[src/epsm_pkg.sv]
`default_nettype none
// -----------------------------------------------------------------------------
// epsm_pkg
// Shared types and constants of the encoder period speed meter.
// -----------------------------------------------------------------------------
package epsm_pkg;

	localparam int TIME_BITS_DEF = 32;

	// timer_hz * 6000 stays below 2^40 for any 27-bit timer_hz
	localparam int NUM_W = 40;
	localparam logic [12:0] CENTI_MIN_FACTOR = 13'd6000;

	localparam int PPR_W     = 16;
	localparam int HZ_W      = 27;
	localparam int TIMEOUT_W = 16;
	localparam int TICK_W    = 10;
	localparam int IDLE_W    = 16;
	localparam int CFG_W     = 27;
	localparam int CFG_IDX_W = 2;

	localparam logic [PPR_W-1:0]     PPR_RST     = 16'd95;
	localparam logic [HZ_W-1:0]      HZ_RST      = 27'd16000000;
	localparam logic [TIMEOUT_W-1:0] TIMEOUT_RST = 16'd200;
	localparam logic [TICK_W-1:0]    TICK_RST    = 10'd10;

	localparam logic [CFG_IDX_W-1:0] REG_PPR     = 2'd0;
	localparam logic [CFG_IDX_W-1:0] REG_HZ      = 2'd1;
	localparam logic [CFG_IDX_W-1:0] REG_TIMEOUT = 2'd2;
	localparam logic [CFG_IDX_W-1:0] REG_TICK    = 2'd3;

	localparam logic KIND_CAPTURE = 1'b0;
	localparam logic KIND_TICK    = 1'b1;

	localparam int S_TDATA_W = 40;
	localparam int M_TDATA_W = 104;

	typedef struct packed {
		logic take_cap;
		logic take_tick;
		logic div_go1;
		logic div_go2;
		logic spd_div;
		logic spd_max;
		logic timeout;
		logic load_out;
	} epsm_cmd_t;

	typedef struct packed {
		logic need_div;
		logic ppr_zero;
		logic div_busy;
	} epsm_sts_t;

endpackage
`default_nettype wire

[src/epsm_div.sv]
`default_nettype none
// -----------------------------------------------------------------------------
// epsm_div
// Radix-2 restoring divider, one quotient bit per cycle.
// -----------------------------------------------------------------------------
module epsm_div #(
	parameter int DVD_W = 40,
	parameter int DVS_W = 32
) (
	input  wire logic             clk,
	input  wire logic             arst_n,
	input  wire logic             start,
	input  wire logic [DVD_W-1:0] dividend,
	input  wire logic [DVS_W-1:0] divisor,
	output logic                  busy,
	output logic [DVD_W-1:0]      quotient
);

	localparam int CNT_W = $clog2(DVD_W + 1);

	logic [DVS_W-1:0] dvs_q;
	logic [DVS_W-1:0] rem_q;
	logic [DVD_W-1:0] quo_q;
	logic [CNT_W-1:0] cnt_q;
	logic [DVS_W:0]   trial;
	logic [DVS_W:0]   diff;
	logic             fits;

	assign trial = {rem_q, quo_q[DVD_W-1]};
	assign diff  = trial - {1'b0, dvs_q};
	assign fits  = (trial >= {1'b0, dvs_q});

	always_ff @(posedge clk or negedge arst_n) begin
		if (!arst_n) begin
			cnt_q <= '0;
		end else if (start) begin
			cnt_q <= CNT_W'(DVD_W);
		end else if (cnt_q != '0) begin
			cnt_q <= cnt_q - 1'b1;
		end
	end

	always_ff @(posedge clk) begin
		if (start) begin
			dvs_q <= divisor;
			rem_q <= '0;
			quo_q <= dividend;
		end else if (cnt_q != '0) begin
			// remainder stays below the divisor, so the top trial bit drops out
			rem_q <= fits ? diff[DVS_W-1:0] : trial[DVS_W-1:0];
			quo_q <= {quo_q[DVD_W-2:0], fits};
		end
	end

	assign busy     = (cnt_q != '0);
	assign quotient = quo_q;

endmodule
`default_nettype wire

[src/epsm_dp.sv]
`default_nettype none
// -----------------------------------------------------------------------------
// epsm_dp
// Datapath: config registers, encoder state, speed divider, result register.
// -----------------------------------------------------------------------------
module epsm_dp
	import epsm_pkg::*;
#(
	parameter int TIME_BITS = TIME_BITS_DEF
) (
	input  wire logic                 clk,
	input  wire logic                 arst_n,
	input  wire logic                 cfg_we,
	input  wire logic [CFG_IDX_W-1:0] cfg_idx,
	input  wire logic [CFG_W-1:0]     cfg_data,
	input  wire logic [S_TDATA_W-1:0] s_tdata,
	input  wire epsm_cmd_t            cmd,
	output epsm_sts_t                 sts,
	output logic [M_TDATA_W-1:0]      m_tdata
);

	logic [PPR_W-1:0]     ppr_q;
	logic [HZ_W-1:0]      hz_q;
	logic [TIMEOUT_W-1:0] timeout_q;
	logic [TICK_W-1:0]    tick_q;

	logic [TIME_BITS-1:0] last_q;
	logic [TIME_BITS-1:0] period_q;
	logic [31:0]          pos_q;
	logic                 dir_q;
	logic                 pend_q;
	logic [IDLE_W-1:0]    idle_q;
	logic [31:0]          speed_q;
	logic [NUM_W-1:0]     num_q;
	logic [M_TDATA_W-1:0] out_q;

	logic [TIME_BITS-1:0] ts;
	logic                 dir_in;
	logic [IDLE_W:0]      idle_sum;
	logic                 stopped;

	logic                 div_start;
	logic [NUM_W-1:0]     div_dvd;
	logic [TIME_BITS-1:0] div_dvs;
	logic                 div_busy;
	logic [NUM_W-1:0]     div_quo;

	assign ts       = TIME_BITS'(s_tdata[31:0]);
	assign dir_in   = s_tdata[32];
	assign idle_sum = {1'b0, idle_q} + (IDLE_W + 1)'(tick_q);
	assign stopped  = (idle_q > timeout_q);

	// first pass divides by the period, second by pulses per revolution
	assign div_start = cmd.div_go1 | cmd.div_go2;
	assign div_dvd   = cmd.div_go1 ? num_q : div_quo;
	assign div_dvs   = cmd.div_go1 ? period_q : TIME_BITS'(ppr_q);

	epsm_div #(
		.DVD_W(NUM_W),
		.DVS_W(TIME_BITS)
	) u_div (
		.clk     (clk),
		.arst_n  (arst_n),
		.start   (div_start),
		.dividend(div_dvd),
		.divisor (div_dvs),
		.busy    (div_busy),
		.quotient(div_quo)
	);

	always_ff @(posedge clk or negedge arst_n) begin
		if (!arst_n) begin
			ppr_q     <= PPR_RST;
			hz_q      <= HZ_RST;
			timeout_q <= TIMEOUT_RST;
			tick_q    <= TICK_RST;
		end else if (cfg_we) begin
			unique case (cfg_idx)
				REG_PPR:     ppr_q     <= cfg_data[PPR_W-1:0];
				REG_HZ:      hz_q      <= cfg_data[HZ_W-1:0];
				REG_TIMEOUT: timeout_q <= cfg_data[TIMEOUT_W-1:0];
				REG_TICK:    tick_q    <= cfg_data[TICK_W-1:0];
				default:     ;
			endcase
		end
	end

	always_ff @(posedge clk or negedge arst_n) begin
		if (!arst_n) begin
			last_q   <= '0;
			period_q <= '0;
			pos_q    <= '0;
			dir_q    <= 1'b1;
			pend_q   <= 1'b0;
			idle_q   <= '0;
			speed_q  <= '0;
		end else begin
			if (cmd.take_cap) begin
				period_q <= ts - last_q;
				last_q   <= ts;
				dir_q    <= dir_in;
				pos_q    <= dir_in ? pos_q + 32'd1 : pos_q - 32'd1;
				pend_q   <= 1'b1;
				idle_q   <= '0;
			end
			if (cmd.take_tick) begin
				idle_q <= idle_sum[IDLE_W] ? {IDLE_W{1'b1}} : idle_sum[IDLE_W-1:0];
				pend_q <= 1'b0;
			end
			if (cmd.spd_max) begin
				speed_q <= '1;
			end
			if (cmd.spd_div) begin
				speed_q <= (|div_quo[NUM_W-1:32]) ? 32'hFFFF_FFFF : div_quo[31:0];
			end
			if (cmd.timeout && stopped) begin
				speed_q <= '0;
			end
		end
	end

	always_ff @(posedge clk) begin
		if (cmd.take_tick) begin
			num_q <= {13'd0, hz_q} * {27'd0, CENTI_MIN_FACTOR};
		end
		if (cmd.load_out) begin
			out_q <= {6'd0, stopped, speed_q, 32'(period_q), dir_q, pos_q};
		end
	end

	assign sts.need_div = pend_q && (period_q != '0);
	assign sts.ppr_zero = (ppr_q == '0);
	assign sts.div_busy = div_busy;
	assign m_tdata      = out_q;

endmodule
`default_nettype wire

[src/epsm_ctrl.sv]
`default_nettype none
// -----------------------------------------------------------------------------
// epsm_ctrl
// Sequencer: item intake, the two divider passes, timeout and result hand-off.
// -----------------------------------------------------------------------------
module epsm_ctrl
	import epsm_pkg::*;
(
	input  wire logic      clk,
	input  wire logic      arst_n,
	input  wire logic      s_tvalid,
	input  wire logic      s_tuser,
	output logic           s_tready,
	output logic           m_tvalid,
	input  wire logic      m_tready,
	input  wire epsm_sts_t sts,
	output epsm_cmd_t      cmd
);

	typedef enum logic [2:0] {
		S_IDLE,
		S_DIV1_GO,
		S_DIV1,
		S_DIV2_GO,
		S_DIV2,
		S_FIN,
		S_EMIT
	} state_t;

	state_t state_q;
	logic   out_valid_q;
	logic   take;
	logic   out_free;

	assign s_tready = (state_q == S_IDLE);
	assign take     = s_tvalid && s_tready;
	assign out_free = !out_valid_q || m_tready;
	assign m_tvalid = out_valid_q;

	always_comb begin
		cmd           = '0;
		cmd.take_cap  = take && (s_tuser == KIND_CAPTURE);
		cmd.take_tick = take && (s_tuser == KIND_TICK);
		cmd.spd_max   = cmd.take_tick && sts.need_div && sts.ppr_zero;
		cmd.div_go1   = (state_q == S_DIV1_GO);
		cmd.div_go2   = (state_q == S_DIV2_GO);
		cmd.spd_div   = (state_q == S_DIV2) && !sts.div_busy;
		cmd.timeout   = (state_q == S_FIN);
		cmd.load_out  = (state_q == S_EMIT) && out_free;
	end

	always_ff @(posedge clk or negedge arst_n) begin
		if (!arst_n) begin
			state_q     <= S_IDLE;
			out_valid_q <= 1'b0;
		end else begin
			if (cmd.load_out) begin
				out_valid_q <= 1'b1;
			end else if (m_tready) begin
				out_valid_q <= 1'b0;
			end
			unique case (state_q)
				S_IDLE: begin
					if (cmd.take_cap) begin
						state_q <= S_EMIT;
					end else if (cmd.take_tick) begin
						state_q <= (sts.need_div && !sts.ppr_zero) ? S_DIV1_GO : S_FIN;
					end
				end
				S_DIV1_GO: state_q <= S_DIV1;
				S_DIV1: begin
					if (!sts.div_busy) begin
						state_q <= S_DIV2_GO;
					end
				end
				S_DIV2_GO: state_q <= S_DIV2;
				S_DIV2: begin
					if (!sts.div_busy) begin
						state_q <= S_FIN;
					end
				end
				S_FIN: state_q <= S_EMIT;
				S_EMIT: begin
					if (out_free) begin
						state_q <= S_IDLE;
					end
				end
				default: state_q <= S_IDLE;
			endcase
		end
	end

endmodule
`default_nettype wire

[src/encoder_period_speed_meter_unit.sv]
// Capture item: the result register loads in S_EMIT, once the output is free.
// Tick without a speed update: passes S_FIN, then loads in S_EMIT.
// A tick that computes a speed runs two passes of the radix-2 divider (period,
// then pulses per rev) before S_FIN and S_EMIT, where the result register loads.
// One item is in work at a time; the next is taken while a result waits.
// arst_n clears the encoder state, sets the direction to forward and loads the register defaults.
`default_nettype none
// -----------------------------------------------------------------------------
// encoder_period_speed_meter_unit
// Single-channel encoder tachometer: position, period and speed in centi-RPM.
// -----------------------------------------------------------------------------
module encoder_period_speed_meter_unit
	import epsm_pkg::*;
#(
	parameter int TIME_BITS = TIME_BITS_DEF
) (
	input  wire logic                 clk,
	input  wire logic                 arst_n,
	input  wire logic                 cfg_we,
	input  wire logic [CFG_IDX_W-1:0] cfg_idx,
	input  wire logic [CFG_W-1:0]     cfg_data,
	input  wire logic                 s_tvalid,
	output logic                      s_tready,
	input  wire logic [S_TDATA_W-1:0] s_tdata,  // timestamp[31:0], dir_level[32], zero
	input  wire logic                 s_tuser,  // kind
	output logic                      m_tvalid,
	input  wire logic                 m_tready,
	output logic [M_TDATA_W-1:0]      m_tdata   // position[31:0], direction_fwd[32],
	                                            // period_ticks[64:33],
	                                            // speed_centi_rpm[96:65], stopped[97]
);

	epsm_cmd_t cmd;
	epsm_sts_t sts;

	epsm_ctrl u_ctrl (
		.clk     (clk),
		.arst_n  (arst_n),
		.s_tvalid(s_tvalid),
		.s_tuser (s_tuser),
		.s_tready(s_tready),
		.m_tvalid(m_tvalid),
		.m_tready(m_tready),
		.sts     (sts),
		.cmd     (cmd)
	);

	epsm_dp #(
		.TIME_BITS(TIME_BITS)
	) u_dp (
		.clk     (clk),
		.arst_n  (arst_n),
		.cfg_we  (cfg_we),
		.cfg_idx (cfg_idx),
		.cfg_data(cfg_data),
		.s_tdata (s_tdata),
		.cmd     (cmd),
		.sts     (sts),
		.m_tdata (m_tdata)
	);

endmodule
`default_nettype wire
[config.mk]
export PLATFORM = sky130hd
export DESIGN_NAME = encoder_period_speed_meter_unit
export DESIGN_NICKNAME = d
export VERILOG_FILES = /design/src/epsm_pkg.sv /design/src/epsm_div.sv /design/src/epsm_dp.sv /design/src/epsm_ctrl.sv /design/src/encoder_period_speed_meter_unit.sv
export SDC_FILE = /design/constraint.sdc
export NUM_CORES = 1
export LEC_CHECK = 0
export ABC_CLOCK_PERIOD_IN_PS = 14500
export BUFFER_PORTS_ARGS = -buffer_cell sky130_fd_sc_hd__buf_2
export CAP_MARGIN = 30
export CORE_MARGIN = 3
export CORE_UTILIZATION = 25
export CTS_CLUSTER_DIAMETER = 120
export CTS_CLUSTER_SIZE = 14
export DETAILED_ROUTE_END_ITERATION = 10
export PLACE_DENSITY = 0.49
export SYNTH_ARGS = -nofsm -noshare
export SYNTH_HDL_FRONTEND = slang
export SYNTH_SLANG_ARGS = --single-unit
[constraint.sdc]
create_clock -name clk -period 14.5 [get_ports clk]
set_input_delay 1.45 -clock clk [delete_from_list [all_inputs] [get_ports clk]]
set_output_delay 1.45 -clock clk [all_outputs]
set_load 0.03 [all_outputs]
==> reports/results.txt <==
Status -> completed
Setup-failing EPs final -> 0
Slew Limit Fails -> 0
EDFF count, synth -> 206
Measured slew at the worst slew-check pin -> 1.00 ns
Routed wire per std cell -> 16.1 um
Commonest cells after routing, fill and taps aside -> 426 x inv_1, 293 x nand2_1, 222 x ha_1
DRT Wirelength -> 71600 um
Max Fclk -> 177 MHz
RSZ-0062 raised after global routing -> false
Fillers -> 12000
CTS clk-pin slew, worst paths -> 0.07 ns
Worst Reg-to-Reg Cells -> 19
I/O Buffers -> 167
Die width -> 344 um
IO Pins -> 181
Headroom to the max-slew limit -> 0.331
Crit path kind -> flip-flop to flip-flop
RD Place Congestion -> 0.798
Yosys warns -> 0
Hold Crit Depth -> 0
TritonRoute pass-1 iters -> 5
Starting Density -> 0.253
Total gr overflow -> 0
Vias in the first global route -> 20000
Avg Cell Area, Syn -> 10.3 um2
# hold bufs at CTS -> 0
CTS tree -> built
Inserted Clock Buffers -> 39
Seq cells post-synth -> 463
Critical-path cell list -> fa_1 -> inv_1 -> fa_1 -> inv_1 -> fa_1 -> inv_1 -> fa_1 -> inv_1 -> ha_1 -> a21o_1 -> a21oi_1 -> o21a_1 -> o21ba_2 -> a31oi_1 -> a31oi_1 -> and3_1 -> o21ai_0 -> a31oi_1 -> xor2_1
Finished Core Util -> 0.286
Synth area leaders -> edfxtp_1 22%, dfrtp_1 18%, ha_1 9.7%, fa_1 8.9%, inv_1 5.6%
Via count -> 19700
Sinks on Clock Net -> 463
Iteration-0 DRC Markers -> 1004
Mapped Area -> 0.0286 mm2
Area of all sequential standard cells -> 0.0125 mm2
Max Cap Viol -> 0
Core Area -> 0.113 mm2
Req. time, crit path -> 14.82 ns
Cell Rows -> 123
Root buf cell -> clkbuf_16
Post-DP HPWL -> 53000 um
Antenna viol nets, final -> 0
CP arrival -> 5.96 ns
Fin nets -> 3334
Reg2reg setup slack -> 8.86 ns
First-pass GRT wire length -> 115000 um
H-tree Lvls -> 2
TNS Setup -> 0 ns
Hold Startpoint -> u_dp.speed_q[9]
Post-CTS Resized -> 0
Synth top area share -> 0.217
Hold WC Path Type -> flip-flop to flip-flop
Critical-path top delay cell -> fa_1
Die Y -> 344 um
Nature of the critical path startpoint -> flip-flop
Post-CTS Setup Inserts -> 0
Yosys top cell by area -> edfxtp_1
Die ar. -> 0.118 mm2
Initial antenna violation count -> 20
Gr usage total -> 0.122
Register area share after synthesis -> 0.437
Most common cell after layout, fill and taps aside -> inv_1
Layout cell share with drive strength beyond 1 -> 0.135
Final hold violation count -> 0
Critical path endpoint category -> flip-flop
Worst Hold End -> u_dp.m_tdata[74]
Vias per std cell -> 4.44
P&R area growth vs syn -> 13.0%
Synth cell types -> 85
Dominant synthesized flop cell -> edfxtp_1
DRC violations left -> 0
Clock Skew -> 0.0241 ns
Clock Tree Buf Depth -> 3
Multi-input combinational cell area -> 0.0142 mm2
Crit-path max cell delay -> 0.57 ns
Fin crit period -> 5.64 ns
Reg-to-Reg Start -> u_dp.hz_q[11]
Async SR Flop Fraction -> 0.486
Syn Inst Count -> 2768
Worst skew pair latency -> 0.58 ns
CP Max Fanout -> 8
Crit share post-route -> 0.389
Worst r2r dst -> u_dp.num_q[39]
Largest net degree at the start of global routing -> 149
registers in the layout, indices dropped and copies added, names as in the netlist, 27 cells and up:
register             count
u_dp.u_div.dvs_q        32
u_dp.pos_q              32
u_dp.speed_q            32
u_dp.num_q              36
u_dp.hz_q               27
u_dp.u_div.quotient     40
u_dp.period_q           32
u_dp.last_q             32
u_dp.u_div.rem_q        32
u_dp.m_tdata            98
layout make-up:
class / instances / share of cell area
timing repair buffer: 187 / 0.0312
clock buffer: 66 / 0.0340
multi-input combinational: 1792 / 0.439
sequential: 463 / 0.387
antenna: 3 / 0.000233
tap: 1500 / 0.0581
clock inverter: 4 / 0.00132
inverter: 427 / 0.0497
kinds of logic after synthesis:
group | after synthesis | synth area share
multiplexers | 88 | 0.0346
AO/OA/AOI/OAI | 610 | 0.138
flip-flops | 463 | 0.437
XOR/XNOR | 114 | 0.0349
AND/OR/NAND/NOR | 625 | 0.0993
other | 1 | 0.000131
buffers and inverters | 518 | 0.0695
adder cells (fa/ha/maj) | 349 | 0.186
Yosys cell counts (all sizes together), types with 15 or more instances:
library cell	number
nor3	28
fa	127
xor2	52
nor2	121
dfxtp	32
o21bai	18
o221a	32
nor4	18
nor2b	24
buf	16
nand2	294
ha	222
inv	426
nand2b	25
dfstp	19
xnor2	62
nand3	26
a31oi	15
a211oi	20
nand4	24
a21o	76
edfxtp	206
mux2	85
a21oi	158
o21a	19
dfrtp	206
clkbuf	75
and3	31
o21ai	202
metrics by stage:
step                area [um2]  instances  setup WS [ns]  hold slack, ns
floorplan                28600       2773           5.09           0.426
global placement         31100       4369           8.81           0.439
detailed placement       31100       4369           8.78           0.436
CTS                      32300       4439           8.77           0.452
global route             32300       4439           8.45           0.463
finish                   32300       4442           8.86           0.453
metal layers:
layer | up-vias | wire length, um | GRT usage
li1 | 9724 | - | -
met1 | 9604 | 34100 | 0.171
met2 | 319 | 32400 | 0.198
met3 | 78 | 3780 | 0.0201
met4 | 8 | 1290 | 0.0242
met5 | - | 48 | 0
worst max path at each step:
stage                   from               to  depth (start not counted)
6_report       u_dp.hz_q[11]   u_dp.num_q[39]                         19
3_3_place_gp   u_dp.hz_q[11]   u_dp.num_q[35]                         19
5_1_grt        u_dp.hz_q[11]   u_dp.num_q[39]                         19
4_1_cts        u_dp.hz_q[11]   u_dp.num_q[39]                         19
2_1_floorplan       m_tready  u_dp.m_tdata[0]                          2
3_5_place_dp   u_dp.hz_q[11]   u_dp.num_q[39]                         19
worst max-delay path: cells and delay by family (launching register included):
family	cells	cell delay, ns
AO/OA/AOI/OAI	8	1.79
XOR/XNOR	1	0.15
adder cells (fa/ha/maj)	5	2.43
buffers and inverters	4	0.20
flip-flops	1	0.54
AND/OR/NAND/NOR	1	0.27
Power is left out: the tool's default activity adds up to more than one toggle a clock period on the data nets, which glitch-free logic cannot reach.
